**config.mk**
```make
export PLATFORM = sky130hd
export DESIGN_NAME = water_tile_edge_mask_stencil
export DESIGN_NICKNAME = d
export VERILOG_FILES = /design/src/hdl/wtem_pkg.sv /design/src/hdl/wtem_row_store.sv /design/src/hdl/wtem_result_seq.sv /design/src/hdl/water_tile_edge_mask_stencil.sv
export SDC_FILE = /design/constraint.sdc
export NUM_CORES = 2
export LEC_CHECK = 0
export ABC_AREA = 1
export BUFFER_PORTS_ARGS = -buffer_cell sky130_fd_sc_hd__buf_2
export CAP_MARGIN = 20
export CORE_MARGIN = 3
export CORE_UTILIZATION = 58
export CTS_CLUSTER_SIZE = 16
export DETAILED_ROUTE_END_ITERATION = 16
export PLACE_DENSITY = 0.77
export SKIP_LAST_GASP = 1
export SLEW_MARGIN = 20
export SYNTH_ARGS = -nofsm -noshare
export SYNTH_HDL_FRONTEND = slang
export SYNTH_HIERARCHICAL = 1
export SYNTH_SLANG_ARGS = --single-unit
```
**constraint.sdc**
```tcl
create_clock -name clk -period 41.3 [get_ports clk]
set_input_delay 8.26 -clock clk [delete_from_list [all_inputs] [get_ports clk]]
set_output_delay 8.26 -clock clk [all_outputs]
set_load 0.005 [all_outputs]
```
**src/hdl/wtem_pkg.sv**
```systemverilog
`timescale 1ns / 1ps
// shared constants, types and helpers of the water tile edge mask stencil
package wtem_pkg;

  localparam int MAX_WIDTH    = 256;
  localparam int MAX_HEIGHT   = 4096;
  localparam int COL_W        = $clog2(MAX_WIDTH);
  localparam int ROW_W        = $clog2(MAX_HEIGHT);
  localparam int BANK_DEPTH   = MAX_WIDTH / 2;
  localparam int BANK_AW      = COL_W - 1;
  localparam int SLOTS        = 3;
  localparam int PAD_W        = 2 * ((ROW_W + 1) / 2);
  localparam int WIDTH_REG_W  = 9;
  localparam int HEIGHT_REG_W = 13;
  localparam int CFG_DATA_W   = 13;
  localparam int CHAR_W       = 8;
  localparam int TILE_W       = 5;

  localparam logic [WIDTH_REG_W-1:0]  MAP_WIDTH_RESET  = WIDTH_REG_W'(64);
  localparam logic [HEIGHT_REG_W-1:0] MAP_HEIGHT_RESET = HEIGHT_REG_W'(64);

  localparam logic [CHAR_W-1:0] CHAR_WATER_LO = 8'h77;
  localparam logic [CHAR_W-1:0] CHAR_WATER_UP = 8'h57;

  localparam logic [TILE_W-1:0] TILE_GRASS = 5'd16;

  // which results an item still owes, in output order
  localparam int PEND_ABOVE = 0;
  localparam int PEND_LEFT  = 1;
  localparam int PEND_SELF  = 2;
  localparam int PEND_W     = 3;

  typedef enum logic [0:0] {
    REG_MAP_WIDTH  = 1'b0,
    REG_MAP_HEIGHT = 1'b1
  } cfg_reg_t;

  typedef logic [1:0]       slot_t;
  typedef logic [SLOTS-1:0] col_bits_t;

  typedef struct packed {
    logic [COL_W-1:0] col;
    logic [ROW_W-1:0] row_flip;
    logic             water;
    slot_t            slot;
    logic             row_pos;
    logic             row_gt1;
    logic             last_col;
  } wtem_item_t;

  typedef struct packed {
    col_bits_t l2;
    col_bits_t l1;
    col_bits_t cc;
    col_bits_t r1;
  } wtem_window_t;

  function automatic slot_t mod3(input logic [ROW_W-1:0] v);
    logic [PAD_W-1:0] pad;
    logic [2:0]       acc;
    pad = PAD_W'(v);
    acc = 3'd0;
    for (int i = 0; i < PAD_W / 2; i++) begin
      acc = acc + {1'b0, pad[2*i +: 2]};
      if (acc >= 3'd3) begin
        acc = acc - 3'd3;
      end
    end
    return acc[1:0];
  endfunction

  function automatic slot_t slot_prev(input slot_t s);
    return (s == 2'd0) ? 2'd2 : s - 2'd1;
  endfunction

endpackage

```
**src/hdl/wtem_row_store.sv**
```systemverilog
`timescale 1ns / 1ps
// row stores: two column-interleaved banks holding three rows of water bits
module wtem_row_store (
  input  logic                        clk,
  input  logic                        wr_en,
  input  logic [wtem_pkg::COL_W-1:0]  wr_col,
  input  wtem_pkg::slot_t             wr_slot,
  input  logic                        wr_bit,
  input  logic                        rd_en,
  input  logic [wtem_pkg::COL_W-1:0]  rd_col,
  output wtem_pkg::wtem_window_t      win
);

  wtem_pkg::col_bits_t bank_even [wtem_pkg::BANK_DEPTH];
  wtem_pkg::col_bits_t bank_odd  [wtem_pkg::BANK_DEPTH];

  logic [wtem_pkg::COL_W:0]     col_inc;
  logic [wtem_pkg::BANK_AW-1:0] even_a0;
  logic [wtem_pkg::BANK_AW-1:0] even_a1;
  logic [wtem_pkg::BANK_AW-1:0] odd_a0;
  logic [wtem_pkg::BANK_AW-1:0] odd_a1;
  logic [wtem_pkg::BANK_AW-1:0] wr_addr;

  wtem_pkg::col_bits_t even_q0;
  wtem_pkg::col_bits_t even_q1;
  wtem_pkg::col_bits_t odd_q0;
  wtem_pkg::col_bits_t odd_q1;
  logic                rd_odd;

  // even bank serves c-2/c or c-1/c+1, odd bank the other pair
  assign col_inc = {1'b0, rd_col} + (wtem_pkg::COL_W + 1)'(1);
  assign even_a1 = col_inc[wtem_pkg::COL_W-1:1];
  assign even_a0 = even_a1 - wtem_pkg::BANK_AW'(1);
  assign odd_a1  = rd_col[wtem_pkg::COL_W-1:1];
  assign odd_a0  = odd_a1 - wtem_pkg::BANK_AW'(1);
  assign wr_addr = wr_col[wtem_pkg::COL_W-1:1];

  always_ff @(posedge clk) begin
    if (wr_en && !wr_col[0]) begin
      bank_even[wr_addr][wr_slot] <= wr_bit;
    end
    if (wr_en && wr_col[0]) begin
      bank_odd[wr_addr][wr_slot] <= wr_bit;
    end
  end

  always_ff @(posedge clk) begin
    if (rd_en) begin
      even_q0 <= bank_even[even_a0];
      even_q1 <= bank_even[even_a1];
      odd_q0  <= bank_odd[odd_a0];
      odd_q1  <= bank_odd[odd_a1];
      rd_odd  <= rd_col[0];
    end
  end

  always_comb begin
    if (rd_odd) begin
      win.l2 = odd_q0;
      win.l1 = even_q0;
      win.cc = odd_q1;
      win.r1 = even_q1;
    end else begin
      win.l2 = even_q0;
      win.l1 = odd_q0;
      win.cc = even_q1;
      win.r1 = odd_q1;
    end
  end

endmodule

```
**src/hdl/wtem_result_seq.sv**
```systemverilog
`timescale 1ns / 1ps
// tile code stage: builds up to three results per item and drives the output register
module wtem_result_seq (
  input  logic                              clk,
  input  logic                              rst,
  input  logic                              load_item,
  input  wtem_pkg::wtem_item_t              item,
  input  logic [wtem_pkg::PEND_W-1:0]       item_pend,
  input  wtem_pkg::wtem_window_t            win,
  output logic                              in_ready,
  output logic                              out_valid,
  input  logic                              out_ready,
  output logic [wtem_pkg::TILE_W-1:0]       tile_code,
  output logic [wtem_pkg::COL_W-1:0]        map_col,
  output logic [wtem_pkg::ROW_W-1:0]        map_row,
  output logic                              run_last,
  output logic                              frame_last
);

  wtem_pkg::wtem_item_t          cur;
  logic [wtem_pkg::PEND_W-1:0]   pend;
  logic [wtem_pkg::PEND_W-1:0]   pend_rest;

  wtem_pkg::slot_t               s0;
  wtem_pkg::slot_t               s1p;
  wtem_pkg::slot_t               s2p;
  logic                          col_zero;
  logic                          col_one;
  logic [wtem_pkg::TILE_W-1:0]   tile_above;
  logic [wtem_pkg::TILE_W-1:0]   tile_left;
  logic [wtem_pkg::TILE_W-1:0]   tile_self;

  logic                          load;
  logic [wtem_pkg::TILE_W-1:0]   sel_tile;
  logic [wtem_pkg::COL_W-1:0]    sel_col;
  logic [wtem_pkg::ROW_W-1:0]    sel_row;
  logic                          sel_frame_last;

  assign s0       = cur.slot;
  assign s1p      = wtem_pkg::slot_prev(s0);
  assign s2p      = wtem_pkg::slot_prev(s1p);
  assign col_zero = (cur.col == '0);
  assign col_one  = (cur.col == wtem_pkg::COL_W'(1));

  // cell one row above the input
  always_comb begin
    if (!win.cc[s1p]) begin
      tile_above = wtem_pkg::TILE_GRASS;
    end else begin
      tile_above = {1'b0,
                    col_zero || !win.l1[s1p],
                    !cur.row_gt1 || !win.cc[s2p],
                    cur.last_col || !win.r1[s1p],
                    !cur.water};
    end
  end

  // last row: cell left of the input
  always_comb begin
    if (!win.l1[s0]) begin
      tile_left = wtem_pkg::TILE_GRASS;
    end else begin
      tile_left = {1'b0,
                   col_one || !win.l2[s0],
                   !cur.row_pos || !win.l1[s1p],
                   !cur.water,
                   1'b1};
    end
  end

  // last row, last column: the input cell itself
  always_comb begin
    if (!cur.water) begin
      tile_self = wtem_pkg::TILE_GRASS;
    end else begin
      tile_self = {1'b0,
                   col_zero || !win.l1[s0],
                   !cur.row_pos || !win.cc[s1p],
                   1'b1,
                   1'b1};
    end
  end

  always_comb begin
    if (pend[wtem_pkg::PEND_ABOVE]) begin
      sel_tile       = tile_above;
      sel_col        = cur.col;
      sel_row        = cur.row_flip + wtem_pkg::ROW_W'(1);
      sel_frame_last = 1'b0;
    end else if (pend[wtem_pkg::PEND_LEFT]) begin
      sel_tile       = tile_left;
      sel_col        = cur.col - wtem_pkg::COL_W'(1);
      sel_row        = cur.row_flip;
      sel_frame_last = 1'b0;
    end else begin
      sel_tile       = tile_self;
      sel_col        = cur.col;
      sel_row        = cur.row_flip;
      sel_frame_last = 1'b1;
    end
  end

  assign pend_rest = pend & (pend - wtem_pkg::PEND_W'(1));
  assign load      = (pend != '0) && (!out_valid || out_ready);
  assign in_ready  = (pend == '0) || (load && (pend_rest == '0));

  always_ff @(posedge clk) begin
    if (load_item) begin
      cur <= item;
    end
  end

  always_ff @(posedge clk) begin
    if (rst) begin
      pend <= '0;
    end else if (load_item) begin
      pend <= item_pend;
    end else if (load) begin
      pend <= pend_rest;
    end
  end

  always_ff @(posedge clk) begin
    if (rst) begin
      out_valid <= 1'b0;
    end else if (load) begin
      out_valid <= 1'b1;
    end else if (out_ready) begin
      out_valid <= 1'b0;
    end
  end

  always_ff @(posedge clk) begin
    if (load) begin
      tile_code  <= sel_tile;
      map_col    <= sel_col;
      map_row    <= sel_row;
      run_last   <= (pend_rest == '0);
      frame_last <= sel_frame_last;
    end
  end

`ifndef NO_ASSERTIONS
  a_frame_last_ends_run: assert property (@(posedge clk) disable iff (rst)
    out_valid && frame_last |-> run_last)
    else $error("frame end beat is not the last beat of its item");

  a_frame_corner_edges: assert property (@(posedge clk) disable iff (rst)
    out_valid && frame_last |-> tile_code[4] || (tile_code[1] && tile_code[0]))
    else $error("bottom right water cell lacks right or down edge");

  a_ready_one_left: assert property (@(posedge clk) disable iff (rst)
    in_ready |-> ($countones(pend) <= 1))
    else $error("new item taken while several results still owed");

  a_load_shows: assert property (@(posedge clk) disable iff (rst)
    load |=> out_valid)
    else $error("loaded result not presented");
`endif

endmodule

```
**src/hdl/water_tile_edge_mask_stencil.sv**
```systemverilog
`timescale 1ns / 1ps
// top level of the water tile edge mask stencil
// Takes one map cell per clock in raster order and returns one tile code beat per
// clock while in_valid and out_ready allow; an item is taken in the same cycle that
// the previous item's last beat is loaded, so cells flow back to back while the
// grid above the last row is streamed. Results of row r come out while row r+1
// is fed; on the last row every cell but the first owes two beats and the row's
// last cell three (one fewer each in a one-row grid), so there the output port
// sets the pace at one beat per clock while out_ready is high. The neighbor rows
// live in two column-interleaved banks of 128 x 3 bits with a registered read,
// read at four columns per cell and written once; they need no clearing after reset.
module water_tile_edge_mask_stencil (
  input  logic                                clk,
  input  logic                                rst,
  input  logic                                cfg_write,
  input  wtem_pkg::cfg_reg_t                  cfg_index,
  input  logic [wtem_pkg::CFG_DATA_W-1:0]     cfg_data,
  input  logic                                in_valid,
  output logic                                in_ready,
  input  logic [wtem_pkg::CHAR_W-1:0]         cell_char,
  output logic                                out_valid,
  input  logic                                out_ready,
  output logic [wtem_pkg::TILE_W-1:0]         tile_code,
  output logic [wtem_pkg::COL_W-1:0]          map_col,
  output logic [wtem_pkg::ROW_W-1:0]          map_row,
  output logic                                run_last,
  output logic                                frame_last
);

  logic [wtem_pkg::WIDTH_REG_W-1:0]  map_width;
  logic [wtem_pkg::HEIGHT_REG_W-1:0] map_height;
  logic [wtem_pkg::COL_W-1:0]        col_count;
  logic [wtem_pkg::ROW_W-1:0]        row_count;

  logic [wtem_pkg::COL_W-1:0]        w_last;
  logic [wtem_pkg::ROW_W-1:0]        h_last;
  logic [wtem_pkg::COL_W-1:0]        cur_col;
  logic [wtem_pkg::ROW_W-1:0]        cur_row;
  logic                              is_last_col;
  logic                              is_last_row;
  logic                              accept;

  wtem_pkg::wtem_item_t              item;
  logic [wtem_pkg::PEND_W-1:0]       item_pend;
  wtem_pkg::wtem_window_t            win;

  always_comb begin
    if (map_width == '0) begin
      w_last = '0;
    end else if (map_width > wtem_pkg::WIDTH_REG_W'(wtem_pkg::MAX_WIDTH)) begin
      w_last = wtem_pkg::COL_W'(wtem_pkg::MAX_WIDTH - 1);
    end else begin
      w_last = wtem_pkg::COL_W'(map_width - wtem_pkg::WIDTH_REG_W'(1));
    end
  end

  always_comb begin
    if (map_height == '0) begin
      h_last = '0;
    end else if (map_height > wtem_pkg::HEIGHT_REG_W'(wtem_pkg::MAX_HEIGHT)) begin
      h_last = wtem_pkg::ROW_W'(wtem_pkg::MAX_HEIGHT - 1);
    end else begin
      h_last = wtem_pkg::ROW_W'(map_height - wtem_pkg::HEIGHT_REG_W'(1));
    end
  end

  assign cur_col     = (col_count > w_last) ? w_last : col_count;
  assign cur_row     = (row_count > h_last) ? h_last : row_count;
  assign is_last_col = (cur_col == w_last);
  assign is_last_row = (cur_row == h_last);
  assign accept      = in_valid && in_ready;

  always_comb begin
    item.col      = cur_col;
    item.row_flip = h_last - cur_row;
    item.water    = (cell_char == wtem_pkg::CHAR_WATER_LO) ||
                    (cell_char == wtem_pkg::CHAR_WATER_UP);
    item.slot     = wtem_pkg::mod3(cur_row);
    item.row_pos  = (cur_row != '0);
    item.row_gt1  = (cur_row > wtem_pkg::ROW_W'(1));
    item.last_col = is_last_col;
  end

  always_comb begin
    item_pend                       = '0;
    item_pend[wtem_pkg::PEND_ABOVE] = (cur_row != '0);
    item_pend[wtem_pkg::PEND_LEFT]  = is_last_row && (cur_col != '0);
    item_pend[wtem_pkg::PEND_SELF]  = is_last_row && is_last_col;
  end

  always_ff @(posedge clk) begin
    if (rst) begin
      map_width  <= wtem_pkg::MAP_WIDTH_RESET;
      map_height <= wtem_pkg::MAP_HEIGHT_RESET;
    end else if (cfg_write) begin
      case (cfg_index)
        wtem_pkg::REG_MAP_WIDTH: begin
          map_width <= cfg_data[wtem_pkg::WIDTH_REG_W-1:0];
        end
        wtem_pkg::REG_MAP_HEIGHT: begin
          map_height <= cfg_data[wtem_pkg::HEIGHT_REG_W-1:0];
        end
        default: begin
        end
      endcase
    end
  end

  always_ff @(posedge clk) begin
    if (rst) begin
      col_count <= '0;
      row_count <= '0;
    end else if (accept) begin
      if (is_last_col) begin
        col_count <= '0;
        row_count <= is_last_row ? '0 : cur_row + wtem_pkg::ROW_W'(1);
      end else begin
        col_count <= cur_col + wtem_pkg::COL_W'(1);
        row_count <= cur_row;
      end
    end
  end

  wtem_row_store u_row_store (
    .clk     (clk),
    .wr_en   (accept),
    .wr_col  (cur_col),
    .wr_slot (item.slot),
    .wr_bit  (item.water),
    .rd_en   (accept),
    .rd_col  (cur_col),
    .win     (win)
  );

  wtem_result_seq u_result_seq (
    .clk        (clk),
    .rst        (rst),
    .load_item  (accept),
    .item       (item),
    .item_pend  (item_pend),
    .win        (win),
    .in_ready   (in_ready),
    .out_valid  (out_valid),
    .out_ready  (out_ready),
    .tile_code  (tile_code),
    .map_col    (map_col),
    .map_row    (map_row),
    .run_last   (run_last),
    .frame_last (frame_last)
  );

endmodule
```
# == After elaboration in Yosys (flattened, before gate mapping) ==
# Memory sizes are Yosys's and may differ from the RTL's. A register that Yosys moved wholly into a read port is not among the register bits.
# Cells that the tools add are included.
# W data, S select, Z words.
# word_totals
ram_bits,768
n_memories,2
output_inout_bits,29
reg_bits,100
# memory_table
memory,depth,word_bits,read_ports,rd_ports_with_merged_regs,wr,line_no,text
u_row_store.bank_even,128,3,2,2,1,wtem_row_store.sv:14,wtem_pkg::col_bits_t bank_even [wtem_pkg::BANK_DEPTH];
u_row_store.bank_odd,128,3,2,2,1,wtem_row_store.sv:15,wtem_pkg::col_bits_t bank_odd [wtem_pkg::BANK_DEPTH];
# op_classes
add_sub_neg,24
magnitude_cmp,16
bitwise,2
n_reduce_logical,43
muxes,49
eq_ne,5
# op_table
op,count
$mux W12,7
$mux W8,6
$mux W3,9
$mux W5,5
$add A12 B1 Y12 const B,2
$add A8 B1 Y8 const B,2
$eq A8 B7 Y1 const B,2
$sub A8 B1 Y8 const B,2
$add A3 B2 Y3,5
$ge A3 B2 Y1 const B,5
$sub A7 B1 Y7 const B,2
$gt A13 B13 Y1 const B,1
$logic_not A13 Y1,1
$bmux W1 S2,6
$eq A12 B12 Y1,1
$gt A12 B1 Y1 const B,1
$gt A12 B12 Y1,1
$lt A2 B3 Y1 const B,4
$mux W1,12
$reduce_bool A12 Y1,1
$sub A12 B1 Y12 const B,1
$sub A12 B12 Y12,1
$sub A3 B2 Y3 const B,4
$logic_not A1 Y1,11
other kinds (24),47

# == Longest topological paths before layout ==
# logic_depth
depth_word,27
mapped_depth,74
mapped_depth_nobuf,72

# == Cells and area by module ==
# The synthesis kept the hierarchy.
# modules_own_cells
mod,instances,cells_per_inst,seq_area_each_um2,area_each_um2
wtem_row_store,1,5598,23452.5,44455.1
water_tile_edge_mask_stencil,1,787,840.8,4872.2
wtem_result_seq,1,240,1671.6,2623.8

# == Worst setup path after synthesis ==
# OpenSTA, ideal clock, no wires.
# synth_timing
path_kind,input port to flip-flop
startpoint,in cell_char[7] (netlist bit)
endpoint,reg u_result_seq/cur[5] (netlist bit) (data pin)
path_slack_ps,-2076
arrival_time_ps,37471
path_stages,1
setup_time_ps,5905
path_cell_list,nor3_1
# synth_via
elab_chain_len,2
word_cells_on_any_way,3
classes_between,eq/ne: 2; reduce/logical: 1
# synth_rtl
item,line_no,text
"start, declared",water_tile_edge_mask_stencil.sv:20,"input logic [wtem_pkg::CHAR_W-1:0] cell_char,"
$eq A8 B7 Y1 (on tied branches),"water_tile_edge_mask_stencil.sv:76, water_tile_edge_mask_stencil.sv:77",
$logic_or A1 B1 Y1 *,water_tile_edge_mask_stencil.sv:76,item.water = (cell_char == wtem_pkg::CHAR_WATER_LO) ||
"end signal, assigned",wtem_result_seq.sv:109,cur <= item;
"end, declared",wtem_result_seq.sv:20,wtem_pkg::wtem_item_t cur;
# Every way passes the cells marked *; elsewhere a longest branch is shown, timed or not.
# A chain may end at the register's enable or synchronous reset.

# == Worst setup path in the final report ==
# layout_timing
startpoint,in out_ready
endpoint,out in_ready
# layout_via
elab_chain_len,4
# layout_rtl
item,line_no,text
"start, declared",water_tile_edge_mask_stencil.sv:22,"input logic out_ready,"
$logic_or A1 B1 Y1,wtem_result_seq.sv:104,assign load = (pend != '0) && (!out_valid || out_ready);
$logic_and A1 B1 Y1,wtem_result_seq.sv:104,
$logic_and A1 B1 Y1,wtem_result_seq.sv:105,assign in_ready = (pend == '0) || (load && (pend_rest == '0));
$logic_or A1 B1 Y1,wtem_result_seq.sv:105,
"end, declared",water_tile_edge_mask_stencil.sv:19,"output logic in_ready,"
# No other way between the ends.

==> flow_summary.toml <==
[outcome]
status = "complete, no violations"

[drt]
wl_per_cell_um = 20.62
vias_per_cell = 6.063
routed_wl_mm = 157.7
drt_iter0_drc = 6503
dr.pass1.iters = 9
drc = 0
vias = 46373
ant_nets = 0

[synthesis]
netlist_top_cells_area = "edfxtp_1 48%, nand2_1 15%, nor2_1 7.1%, nand3_1 5.8%, o211ai_1 4.2%"
synth_seq_cells = 880
netlist_area_um2 = 51950
yosysWarningCount = 6
syn_area_per_cell_um2 = 7.842
synth_top_family_by_area = "simple AND/OR/NAND/NOR gates"
synth_top_area_share_pct = 48.21
synth-simple-area-share_pct = 29.52
synth_xor_area_share_pct = 0.9176
yosysSeqAreaShare_pct = 49.98
synth_fa_ha_area_share_pct = 1.638
synthMuxAreaShare_pct = 0
syn_inst = 6625
synth_compound_area_share_pct = 9.925
syn-num-nets = 6717
synth_cell_types = 52
synth_top_cell_by_area = "edfxtp_1"

[cells_and_area]
post_route_cells_drive_above_1_share_pct = 5.800
multi_input_area_um2 = 22090
instances_no_fill = 7648
num_antenna_cells = 0
final_common_cell = "nand2_1"
area_delta_synth_final_pct = 6.618
mostFrequentLayoutCells = "2059 x nand2_1, 976 x nor2_1, 834 x edfxtp_1"
final_util_pct = 62.48
final_nets = 6503
seq_area_um2 = 25960
fillers = 7510

[power_and_ir_drop]
ir_drop_v = 0.00003040
finalPower_w = 0.002264
leakagePower_nw = 21.56
p_per_area_nw_per_um2 = 40.87

[placement]
gp_routability_congestion = 0.9839
post-dp-hpwl_mm = 97.88
port_buffers = 54
pre_cts_ws_ns = 24.19
placed_cells = 7478

[floorplanning]
die-area_um2 = 93200
boundaryPins = 56
die_w_um = 305.3
fp.coreArea_um2 = 88650
start_util_pct = 58.60
die_h_um = 305.3
rows = 109

[timing]
finalCriticalPeriod_ns = 17.13
setup_viol = 0
setup_ws_ns = 24.17
worst_slew_pin_slew_ns = 1.175
timing_max_transition_violations_final = 0
finClkSkew_ns = 0.03823
period_share_pct = 41.47
grt_setup_unrepaired = "false"
max_freq_mhz = 58.38
fin_setup_tns_ns = 0
slew-limit-headroom_pct = 21.46
hold_viol_final = 0

[global_route]
grt_overflow_total = 0
grt_pass1_vias = 42630
grt_pass1_wl_mm = 237.0
grt_use_total_pct = 32.77
grt_antenna_before_repair = 2
grt_max_degree = 262

[flow_run]
drv_cap = 0

[critical_path]
arrival_ns = 8.87
regToRegEndpoint = "u_row_store/bank_even[60][1]"
path_max_fanout = 3
rrSetupSlack_ns = 28.23
crit_family = "buffers and inverters"
crit_start = "out_ready"
startpoint_type = "primary input"
worstSetupEndpointType = "output pin"
ff2ff_path_depth = 66
slowest_delay_ns = 0.15
worstReg2RegStart = "map_height[0]"
crit_required_ns = 33.04
worst-path-buf-inv = 3
crit_chain = "buf_2, nor2_1, inv_1, nand2_1, nand2_1, buf_2"
criticalPathCategory = "in2out"
crit_end = "in_ready"
cp.depth = 6
crit_path_top_delay_cell = "nor2_1"

[clock_tree]
numCtsBuffers = 95
cts_hold_buf = 0
clock_sinks = 880
tritoncts = "done"
clock_latency_ns = 0.69
clkTransAtPathRegs_ns = 0.06
clock_path_buffers = 3
postCtsSetupRepairBufs = 0
htreeDepth = 3
cts-root-buf = "clkbuf_16"
cts_resized = 0

[hold_path]
hp-class = "reg2reg"
-- layer usage --
layer,track usage (%),share of wire (%),up-vias
met2,50.69,44,3033
li1,-,-,21386
met3,8.515,14,544
met5,0,0.0082,-
met4,16.82,5.5,2
met1,42.84,37,21408
-- metrics by stage --
step / area [µm²] / hold slack [ns]
4_1_cts: 55350 / 0.4695
6_report: 55390 / 0.4693
5_1_grt: 55390 / 0.4926
3_5_place_dp: 52430 / 0.4605
3_3_place_gp: 52420 / 0.4558
2_1_floorplan: 51960 / 0.4453
-- kinds of logic after synthesis --
kind of cell / Yosys count
flip-flops: 880
adder cells (fa/ha/maj): 65
buffers and inverters: 999
AND/OR/NAND/NOR: 3763
XOR/XNOR: 48
AO/OA/AOI/OAI: 870
-- worst register-to-register path: cells and delay by family (launching register included) --
family	cells	cell delay [ns]
buffers and inverters	15	1.86
AND/OR/NAND/NOR	21	3.50
AO/OA/AOI/OAI	5	0.94
flip-flops	1	0.30
XOR/XNOR	4	0.70
adder cells (fa/ha/maj)	21	5.48
-- worst min-delay path by stage --
stage / from / to / cells after the start
6_report: row_count[0] / row_count[0] / 2
3_3_place_gp: row_count[0] / row_count[0] / 2
2_1_floorplan: row_count[0] / row_count[0] / 2
4_1_cts: row_count[0] / row_count[0] / 2
3_5_place_dp: row_count[0] / row_count[0] / 2
5_1_grt: row_count[0] / row_count[0] / 2
-- area by class of cell --
type                            instances  share of cell area, %
Sequential cell                       880                  46.88
Multi-Input combinational cell       4746                  39.88
Clock buffer                          124                  4.563
Inverter                              576                  3.940
Tap cell                             1165                  2.632
Timing Repair Buffer                  112                  1.391
Clock inverter                         45                 0.7206
-- registers in the layout (all words and copies together) (netlist names), 2 cells and up --
name and flops:
u_row_store/bank_odd 384, map_width 9, row_count 12, map_height 13
u_result_seq/map_col 8, u_row_store/bank_even 384, u_row_store/odd_q1 3, u_row_store/even_q1 3
u_result_seq/tile_code 5, col_count 8, u_result_seq/pend 3, u_result_seq/s0 2
u_row_store/even_q0 3, u_row_store/odd_q0 3, u_result_seq/map_row 12, u_result_seq/cur 24
-- power breakdown --
group / internal, W / switching [W] / leakage (nW)
logic: 0.000119 / 0.000335 / 12.3
clock network: 0.000462 / 0.000359 / 1.43
registers: 0.000980 / 0.00000856 / 7.83
total: 0.00156 / 0.000702 / 21.6
-- synth_stat cells, drive strengths merged --
cell type / n
a211oi: 1
a21o: 3
a21oi: 190
a31oi: 3
a41oi: 1
and2: 1
buf: 255
clkbuf: 168
clkinv: 1
dfxtp: 46
edfxtp: 834
fa: 5
ha: 60
inv: 575
nand2: 2093
nand3: 619
nand3b: 2
nand4: 30
nor2: 998
nor3: 16
nor4: 3
o211ai: 288
o21a: 1
o21ai: 380
o21bai: 1
o22ai: 2
or2: 1
xnor2: 12
xor2: 36
(Power assumes the default switching activity.)
